[src/rtl/core/robin_hood_hash_table_top_macros.svh]
// Assertion macros for the Robin Hood hash table RTL.
// Included by the top level; no other dependencies.
`ifndef ROBIN_HOOD_HASH_TABLE_TOP_MACROS_SVH
`define ROBIN_HOOD_HASH_TABLE_TOP_MACROS_SVH

`ifndef SYNTHESIS
// Same-cycle implication, checked out of reset.
`define RH_ASSERT_IMPL(lbl, clk, rstn, ante, cons) \
    lbl: assert property (@(posedge clk) disable iff (!(rstn)) (ante) |-> (cons)) \
        else $error("implication failed");
// Next-cycle implication, checked out of reset.
`define RH_ASSERT_NEXT(lbl, clk, rstn, ante, cons) \
    lbl: assert property (@(posedge clk) disable iff (!(rstn)) (ante) |=> (cons)) \
        else $error("next-cycle implication failed");
`else
`define RH_ASSERT_IMPL(lbl, clk, rstn, ante, cons)
`define RH_ASSERT_NEXT(lbl, clk, rstn, ante, cons)
`endif

`endif

[src/rtl/core/rh_pkg.sv]
// Shared types and constants of the Robin Hood hash table.
// No dependencies.
package rh_pkg;

    localparam int OP_W     = 2;
    localparam int KEY_W    = 64;
    localparam int LEN_W    = 4;
    localparam int START_W  = 10;
    localparam int STATUS_W = 3;
    localparam int COUNT_W  = 10;
    localparam int SLOT_W   = 10;
    localparam int DIST_W   = 10;
    localparam int LIMIT_W  = 10;

    localparam int CAPACITY_DEF    = 1024;
    localparam int VALUE_WIDTH_DEF = 32;

    localparam logic [LIMIT_W-1:0] LIMIT_RESET = LIMIT_W'(512);
    localparam logic [DIST_W-1:0]  DIST_MAX    = DIST_W'(1023);

    // FNV-1a 64: multiplier is 2^40 + 0x1B3
    localparam logic [KEY_W-1:0] HASH_BASIS    = 64'hCBF2_9CE4_8422_2325;
    localparam logic [8:0]       HASH_MULT_LO  = 9'h1B3;
    localparam int               HASH_MULT_SHL = 40;

    localparam logic [OP_W-1:0] OP_LOOKUP = 2'd0;
    localparam logic [OP_W-1:0] OP_INSERT = 2'd1;
    localparam logic [OP_W-1:0] OP_SCAN   = 2'd2;

    localparam logic [STATUS_W-1:0] ST_FOUND     = 3'd0;
    localparam logic [STATUS_W-1:0] ST_UPDATED   = 3'd1;
    localparam logic [STATUS_W-1:0] ST_INSERTED  = 3'd2;
    localparam logic [STATUS_W-1:0] ST_NOT_FOUND = 3'd3;
    localparam logic [STATUS_W-1:0] ST_FULL      = 3'd4;

    typedef struct packed {
        logic                clr_step;
        logic                load_in;
        logic                hash_step;
        logic                probe_init;
        logic                scan_init;
        logic                mem_rd;
        logic                advance;
        logic                place_step;
        logic                update_write;
        logic                res_load;
        logic [STATUS_W-1:0] res_status;
    } cmd_t;

    typedef struct packed {
        logic            clr_done;
        logic            hash_last;
        logic            hit;
        logic            occupied;
        logic            probe_last;
        logic            scan_last;
        logic            scan_oob;
        logic            full;
        logic [OP_W-1:0] op;
    } sts_t;

endpackage

[src/rtl/core/rh_ctrl.sv]
// Sequencer of the Robin Hood hash table: clear, hash, probe, place, scan.
// Depends on rh_pkg.
module rh_ctrl (
    input  logic          aclk,
    input  logic          aresetn,
    input  logic          s_valid,
    output logic          s_ready,
    output logic          m_valid,
    input  logic          m_ready,
    input  rh_pkg::sts_t  sts,
    output rh_pkg::cmd_t  cmd
);
    import rh_pkg::*;

    localparam logic [3:0] S_CLEAR     = 4'd0;
    localparam logic [3:0] S_IDLE      = 4'd1;
    localparam logic [3:0] S_DISPATCH  = 4'd2;
    localparam logic [3:0] S_HASH      = 4'd3;
    localparam logic [3:0] S_HOME      = 4'd4;
    localparam logic [3:0] S_FIND_RD   = 4'd5;
    localparam logic [3:0] S_FIND_CHK  = 4'd6;
    localparam logic [3:0] S_PLACE_RD  = 4'd7;
    localparam logic [3:0] S_PLACE_CHK = 4'd8;
    localparam logic [3:0] S_SCAN_RD   = 4'd9;
    localparam logic [3:0] S_SCAN_CHK  = 4'd10;
    localparam logic [3:0] S_RESP      = 4'd11;

    logic [3:0]          state_reg, state_next;
    logic [STATUS_W-1:0] code_reg, code_next;
    logic                mvalid_reg, mvalid_next;

    always_comb begin
        cmd        = '0;
        s_ready    = 1'b0;
        state_next = state_reg;
        code_next  = code_reg;
        case (state_reg)
            S_CLEAR: begin
                cmd.clr_step = 1'b1;
                if (sts.clr_done) begin
                    state_next = S_IDLE;
                end
            end
            S_IDLE: begin
                s_ready = 1'b1;
                if (s_valid) begin
                    cmd.load_in = 1'b1;
                    state_next  = S_DISPATCH;
                end
            end
            S_DISPATCH: begin
                if (sts.op inside {OP_LOOKUP, OP_INSERT}) begin
                    state_next = S_HASH;
                end else if (sts.op == OP_SCAN && !sts.scan_oob) begin
                    cmd.scan_init = 1'b1;
                    state_next    = S_SCAN_RD;
                end else begin
                    code_next  = ST_NOT_FOUND;
                    state_next = S_RESP;
                end
            end
            S_HASH: begin
                cmd.hash_step = 1'b1;
                if (sts.hash_last) begin
                    state_next = S_HOME;
                end
            end
            S_HOME: begin
                cmd.probe_init = 1'b1;
                state_next     = S_FIND_RD;
            end
            S_FIND_RD: begin
                cmd.mem_rd = 1'b1;
                state_next = S_FIND_CHK;
            end
            S_FIND_CHK: begin
                if (sts.hit) begin
                    if (sts.op == OP_INSERT) begin
                        cmd.update_write = 1'b1;
                        code_next        = ST_UPDATED;
                    end else begin
                        code_next = ST_FOUND;
                    end
                    state_next = S_RESP;
                end else if (!sts.occupied || sts.probe_last) begin
                    if (sts.op == OP_LOOKUP) begin
                        code_next  = ST_NOT_FOUND;
                        state_next = S_RESP;
                    end else if (sts.full) begin
                        code_next  = ST_FULL;
                        state_next = S_RESP;
                    end else begin
                        cmd.probe_init = 1'b1;
                        state_next     = S_PLACE_RD;
                    end
                end else begin
                    cmd.advance = 1'b1;
                    state_next  = S_FIND_RD;
                end
            end
            S_PLACE_RD: begin
                cmd.mem_rd = 1'b1;
                state_next = S_PLACE_CHK;
            end
            S_PLACE_CHK: begin
                cmd.place_step = 1'b1;
                if (!sts.occupied) begin
                    code_next  = ST_INSERTED;
                    state_next = S_RESP;
                end else begin
                    state_next = S_PLACE_RD;
                end
            end
            S_SCAN_RD: begin
                cmd.mem_rd = 1'b1;
                state_next = S_SCAN_CHK;
            end
            S_SCAN_CHK: begin
                if (sts.occupied) begin
                    code_next  = ST_FOUND;
                    state_next = S_RESP;
                end else if (sts.scan_last) begin
                    code_next  = ST_NOT_FOUND;
                    state_next = S_RESP;
                end else begin
                    cmd.advance = 1'b1;
                    state_next  = S_SCAN_RD;
                end
            end
            S_RESP: begin
                // hold until the output register is free
                if (!mvalid_reg || m_ready) begin
                    cmd.res_load   = 1'b1;
                    cmd.res_status = code_reg;
                    state_next     = S_IDLE;
                end
            end
            default: begin
                state_next = S_IDLE;
            end
        endcase
    end

    always_comb begin
        if (cmd.res_load) begin
            mvalid_next = 1'b1;
        end else if (m_ready) begin
            mvalid_next = 1'b0;
        end else begin
            mvalid_next = mvalid_reg;
        end
    end

    always_ff @(posedge aclk) begin
        if (!aresetn) begin
            state_reg  <= S_CLEAR;
            code_reg   <= ST_NOT_FOUND;
            mvalid_reg <= 1'b0;
        end else begin
            state_reg  <= state_next;
            code_reg   <= code_next;
            mvalid_reg <= mvalid_next;
        end
    end

    assign m_valid = mvalid_reg;
endmodule

[config.mk]
export PLATFORM = sky130hd
export DESIGN_NAME = rh_ctrl
export DESIGN_NICKNAME = d
export VERILOG_FILES = /design/src/rtl/core/robin_hood_hash_table_top_macros.svh /design/src/rtl/core/rh_pkg.sv /design/src/rtl/core/rh_ctrl.sv
export SDC_FILE = /design/constraint.sdc
export NUM_CORES = 1
export LEC_CHECK = 0
export BUFFER_PORTS_ARGS = -buffer_cell sky130_fd_sc_hd__buf_4
export CORE_MARGIN = 1
export CORE_UTILIZATION = 43
export CTS_CLUSTER_DIAMETER = 200
export DETAILED_ROUTE_END_ITERATION = 8
export PLACE_DENSITY = 0.83
export RECOVER_POWER = 25
export SYNTH_ARGS = -nofsm -noshare
export SYNTH_HDL_FRONTEND = slang
export SYNTH_SLANG_ARGS = --single-unit
[constraint.sdc]
create_clock -name aclk -period 1.24 [get_ports aclk]
set_input_delay 0.062 -clock aclk [delete_from_list [all_inputs] [get_ports aclk]]
set_output_delay 0.062 -clock aclk [all_outputs]
set_load 0.03 [all_outputs]
==> impl_metrics.tcl, run 1 <==
set metrics [dict create \
    cts_hold_buf 0 \
    status "did not finish" \
    synthFlopType "dfxtp_1" \
    synthesis.area_per_instance_um2 7.20 \
    worstEpCategory "output port" \
    error_line "[ERROR DPL-0038] Utilization greater than 100%, impossible to legalize" \
    start_util_pct 48.4 \
    grt_start_max_net_pins 11 \
    synth_seq_cells 8 \
    synth_top_area_share_pct 21.0 \
    synth.distinct_cells 41 \
    synth_area_leaders "dfxtp_1, nor2b_1, nor2_1" \
    place.port_buffers 28 \
    die_x_um 44.1 \
    htree_levels 1 \
    haltStage "5_1_grt" \
    gp_congestion 0.881 \
    syn_area_um2 763 \
    cts_buffers 3 \
    cts.path.max_buffers 2 \
    rows 14 \
    synth.net_count 120 \
    clock_sink_count 8 \
    worst_endpoint "cmd[0]" \
    io_pins 29 \
    root_buffer "clkbuf_4" \
    yosysSeqAreaShare_pct 21.0 \
    async_flop_share_pct 0 \
    syn_inst 106 \
    die_h_um 44.1 \
    synth_edf_count 0 \
    dp_slack_ns -0.189 \
    synth_warnings 0 \
    dp_hpwl_um 1890 \
    yosys.area.top_type "dfxtp_1" \
]
-- synth_stat cells (all sizes together), types with 2 or more instances --
| cell type | count |
|---|---|
| nand3 | 2 |
| buf | 7 |
| mux2i | 4 |
| nor2 | 12 |
| o22ai | 2 |
| nand2b | 2 |
| o21ai | 6 |
| nor2b | 9 |
| and3 | 2 |
| nor4 | 3 |
| o31ai | 2 |
| nor3 | 8 |
| a21oi | 4 |
| nand2 | 8 |
| and2 | 4 |
| inv | 3 |
| dfxtp | 8 |
| o21a | 4 |
-- stage by stage --
step | util, % | cell area [um^2] | instances
floorplan | - | 796 | 106
CTS | 96.7 | 1530 | 181
detailed placement | 73.6 | 1160 | 166
global placement | 73.6 | 1160 | 166
-- kinds of logic after synthesis --
family | Yosys count | share of synthesized area (%)
AND/OR/NAND/NOR | 53 | 37.4
XOR/XNOR | 1 | 1.15
buffers and inverters | 11 | 6.89
multiplexers | 4 | 5.25
AO/OA/AOI/OAI | 29 | 28.4
flip-flops | 8 | 21.0
-- timing repair --
| action | in CTS |
|---|---|
| pin swaps | 20 |
| setup endpoints to repair | 22 |
| buffers inserted | 12 |
| gates resized for setup | 66 |
==> run 2, diff against run 1 <==
--- a/config.mk
+++ b/config.mk
@@ -6,11 +6,10 @@
 export NUM_CORES = 1
 export LEC_CHECK = 0
 export BUFFER_PORTS_ARGS = -buffer_cell sky130_fd_sc_hd__buf_4
-export CORE_MARGIN = 1
-export CORE_UTILIZATION = 43
-export CTS_CLUSTER_DIAMETER = 200
+export CORE_AREA = 2 2 63 65
 export DETAILED_ROUTE_END_ITERATION = 8
-export PLACE_DENSITY = 0.83
+export DIE_AREA = 0 0 65 67
+export PLACE_DENSITY_LB_ADDON = 0.15
 export RECOVER_POWER = 25
 export SYNTH_ARGS = -nofsm -noshare
 export SYNTH_HDL_FRONTEND = slang
==> constraint.sdc (replaced) <==
create_clock -name aclk -period 1.6 [get_ports aclk]
set_input_delay 0.08 -clock aclk [delete_from_list [all_inputs] [get_ports aclk]]
set_output_delay 0.08 -clock aclk [all_outputs]
set_load 0.03 [all_outputs]
==> run 2 against run 1 <==
Net effect:
- the flow now finishes without violations
- synthesized cell count stayed put
- synthesized area stayed put
==> impl_metrics.tcl, run 2 <==
set metrics [dict create \
    synth_top_area_share_pct 21.0 \
    post_cts_buffers 0 \
    htree_levels 1 \
    synth_seq_cells 8 \
    synth.most_common_cell "nor2_1" \
    max-vdd-ir-drop_v 0.000237 \
    cts_buffers 3 \
    worstSetupStartpointType "flip-flop" \
    setup_ws_ns 0.0961 \
    largest_reg_flops 4 \
    worstPathArrival_ns 1.42 \
    maxSlewHeadroom_pct 75.0 \
    syn_area_um2 763 \
    status "finished, final reports clean" \
    dpl.cell_count 179 \
    dr.first_iter.drc_count 38 \
    final_cells 182 \
    grt_start_max_net_pins 13 \
    grt_pass1_vias 819 \
    vias 863 \
    power_leakage_uw 0.000441 \
    synth_edf_count 0 \
    place.port_buffers 28 \
    yosysSeqAreaShare_pct 21.0 \
    drc 0 \
    synth_commonest_cells "nor2_1, dfxtp_1, nand2_1, nor2b_1, nor3_1" \
    clock_sink_count 8 \
    async_flop_share_pct 0 \
    vias_per_cell 4.74 \
    cts_tree "done" \
    syn_inst 106 \
    cts.path.max_buffers 2 \
    holdPathStages 2 \
    syn2layout_area_growth_pct 44.1 \
    final_common_cell "buf_4" \
    design_area_mm2 0.00110 \
    io_pins 29 \
    die_h_um 67 \
    dp_slack_ns 0.00904 \
    required_ns 1.52 \
    final_antenna_net_count 0 \
    die_x_um 65 \
    synthFlopType "dfxtp_1" \
    wire_per_inst_um 12.9 \
    finalCritPeriodShare_pct 94.0 \
    finClkSkew_ns 0.00411 \
    gp_congestion 0.751 \
    yosys.area.top_type "dfxtp_1" \
    root_buffer "clkbuf_8" \
    cp_max_fo 5 \
    power_per_cell_area_mw_per_mm2 721 \
    start_util_pct 21.2 \
    antenna_found_initial 0 \
    endpoint_kind "primary output" \
    synth_warnings 0 \
    grt.total_usage_pct 10.9 \
    worst_pin_slew_ns 0.374 \
    firstDrtPassIters 4 \
    grt_first_pass_wirelength_um 3680 \
    p_total_uw 793 \
    fillers 424 \
    clock_latency_ns 0.23 \
    timing.fmax_mhz 665 \
    final_layout_size_suffix_gt1_share_pct 37.3 \
    slew_viol_final 0 \
    die-area_mm2 0.00436 \
    mostFrequentLayoutCells "buf_4, nor2_1, nand2_1" \
    num-nets-final 150 \
    cts.clk_slew.worst_paths_ns 0.04 \
    hold_path_class "in -> reg" \
    critical_path_class "reg -> out" \
    synth.net_count 120 \
    synth_area_leaders "dfxtp_1, nor2b_1, nor2_1" \
    hold_violations 0 \
    period_needed_ns 1.50 \
    synth.distinct_cells 41 \
    synthesis.area_per_instance_um2 7.20 \
    rows 22 \
    placed_cell_area_mm2 0.00104 \
    diodes 0 \
    cap_violations 0 \
    dp_hpwl_um 1850 \
    overflow 0 \
    worst_r2r_path_depth 4 \
    core-area_mm2 0.00361 \
    setup_viol 0 \
    wl_um 2340 \
]
run 2: cell counts after synthesis:
Identical to the previous run, type by type.
run 2: area by class of cell:
cell class / instances / area (um^2) / area share [%]
Multi-Input combinational cell: 87 / 577 / 52.4
Timing Repair Buffer: 33 / 244 / 22.2
Sequential cell: 8 / 166 / 15.1
Tap cell: 48 / 60.1 / 5.46
Clock buffer: 3 / 41.3 / 3.75
Inverter: 3 / 11.3 / 1.02
run 2: repair_timing:
item,4_1_cts,5_1_grt
endpoints found under the setup margin,6,9
pin swaps,0,1
resized for setup,3,5
hold buffers,0,0
cloned,0,0
run 2: path summary, 6_finish.rpt:
| check | start | endpoint | slack, ns |
|---|---|---|---|
| min | aresetn | state_reg[3]$_SDFFE_PN0P_ | 0.15 |
| max reg2reg | state_reg[2]$_SDFFE_PN0P_ | state_reg[1]$_SDFFE_PN0P_ | 0.19 |
| max | state_reg[0]$_SDFFE_PN0P_ | cmd[4] | 0.1 |
| min reg2reg | code_reg[2]$_SDFFE_PN0P_ | code_reg[2]$_SDFFE_PN0P_ | 0.46 |
run 2: where the power goes:
part | internal, uW | switching (uW) | total, uW
clock | 163 | 76.6 | 239
combinational | 138 | 183 | 321
sequential | 212 | 21.3 | 233
total | 512 | 281 | 793
run 2: routing by layer:
| metal | global-route usage [%] | vias up | share of wire [%] |
|---|---|---|---|
| li1 | - | 441 | - |
| met1 | 14.0 | 407 | 46 |
| met2 | 18.3 | 15 | 50 |
| met3 | 2.87 | 0 | 4.4 |
| met4 | 2.39 | 0 | 0 |
| met5 | 0 | - | 0 |
run 2: cell families after synthesis:
group / count (synthesis) / synth area share [%]
AOI/OAI and AO/OA: 29 / 28.4
xor gates and xnor gates: 1 / 1.15
buffers and inverters: 11 / 6.89
DFF: 8 / 21.0
muxes: 4 / 5.25
and+or+nand+nor: 53 / 37.4
run 2: critical path, cell delays in order, from the launching register on:
cell	delay, ns
dfxtp_1	0.34
and2b_1	0.28
nand2_1	0.11
nor2_1	0.14
and3_1	0.17
buf_4	0.15
run 2: metrics by stage:
step | util (%) | hold slack [ns] | setup TNS [ns]
2_1_floorplan | - | 0.240 | 0
3_3_place_gp | 28.8 | 0.393 | 0
3_5_place_dp | 28.8 | 0.398 | 0
4_1_cts | 30.3 | 0.161 | 0
5_1_grt | 30.5 | 0.173 | -0.00104
6_report | 30.5 | 0.154 | 0
No activity file was read; power rests on OpenSTA's default activity.
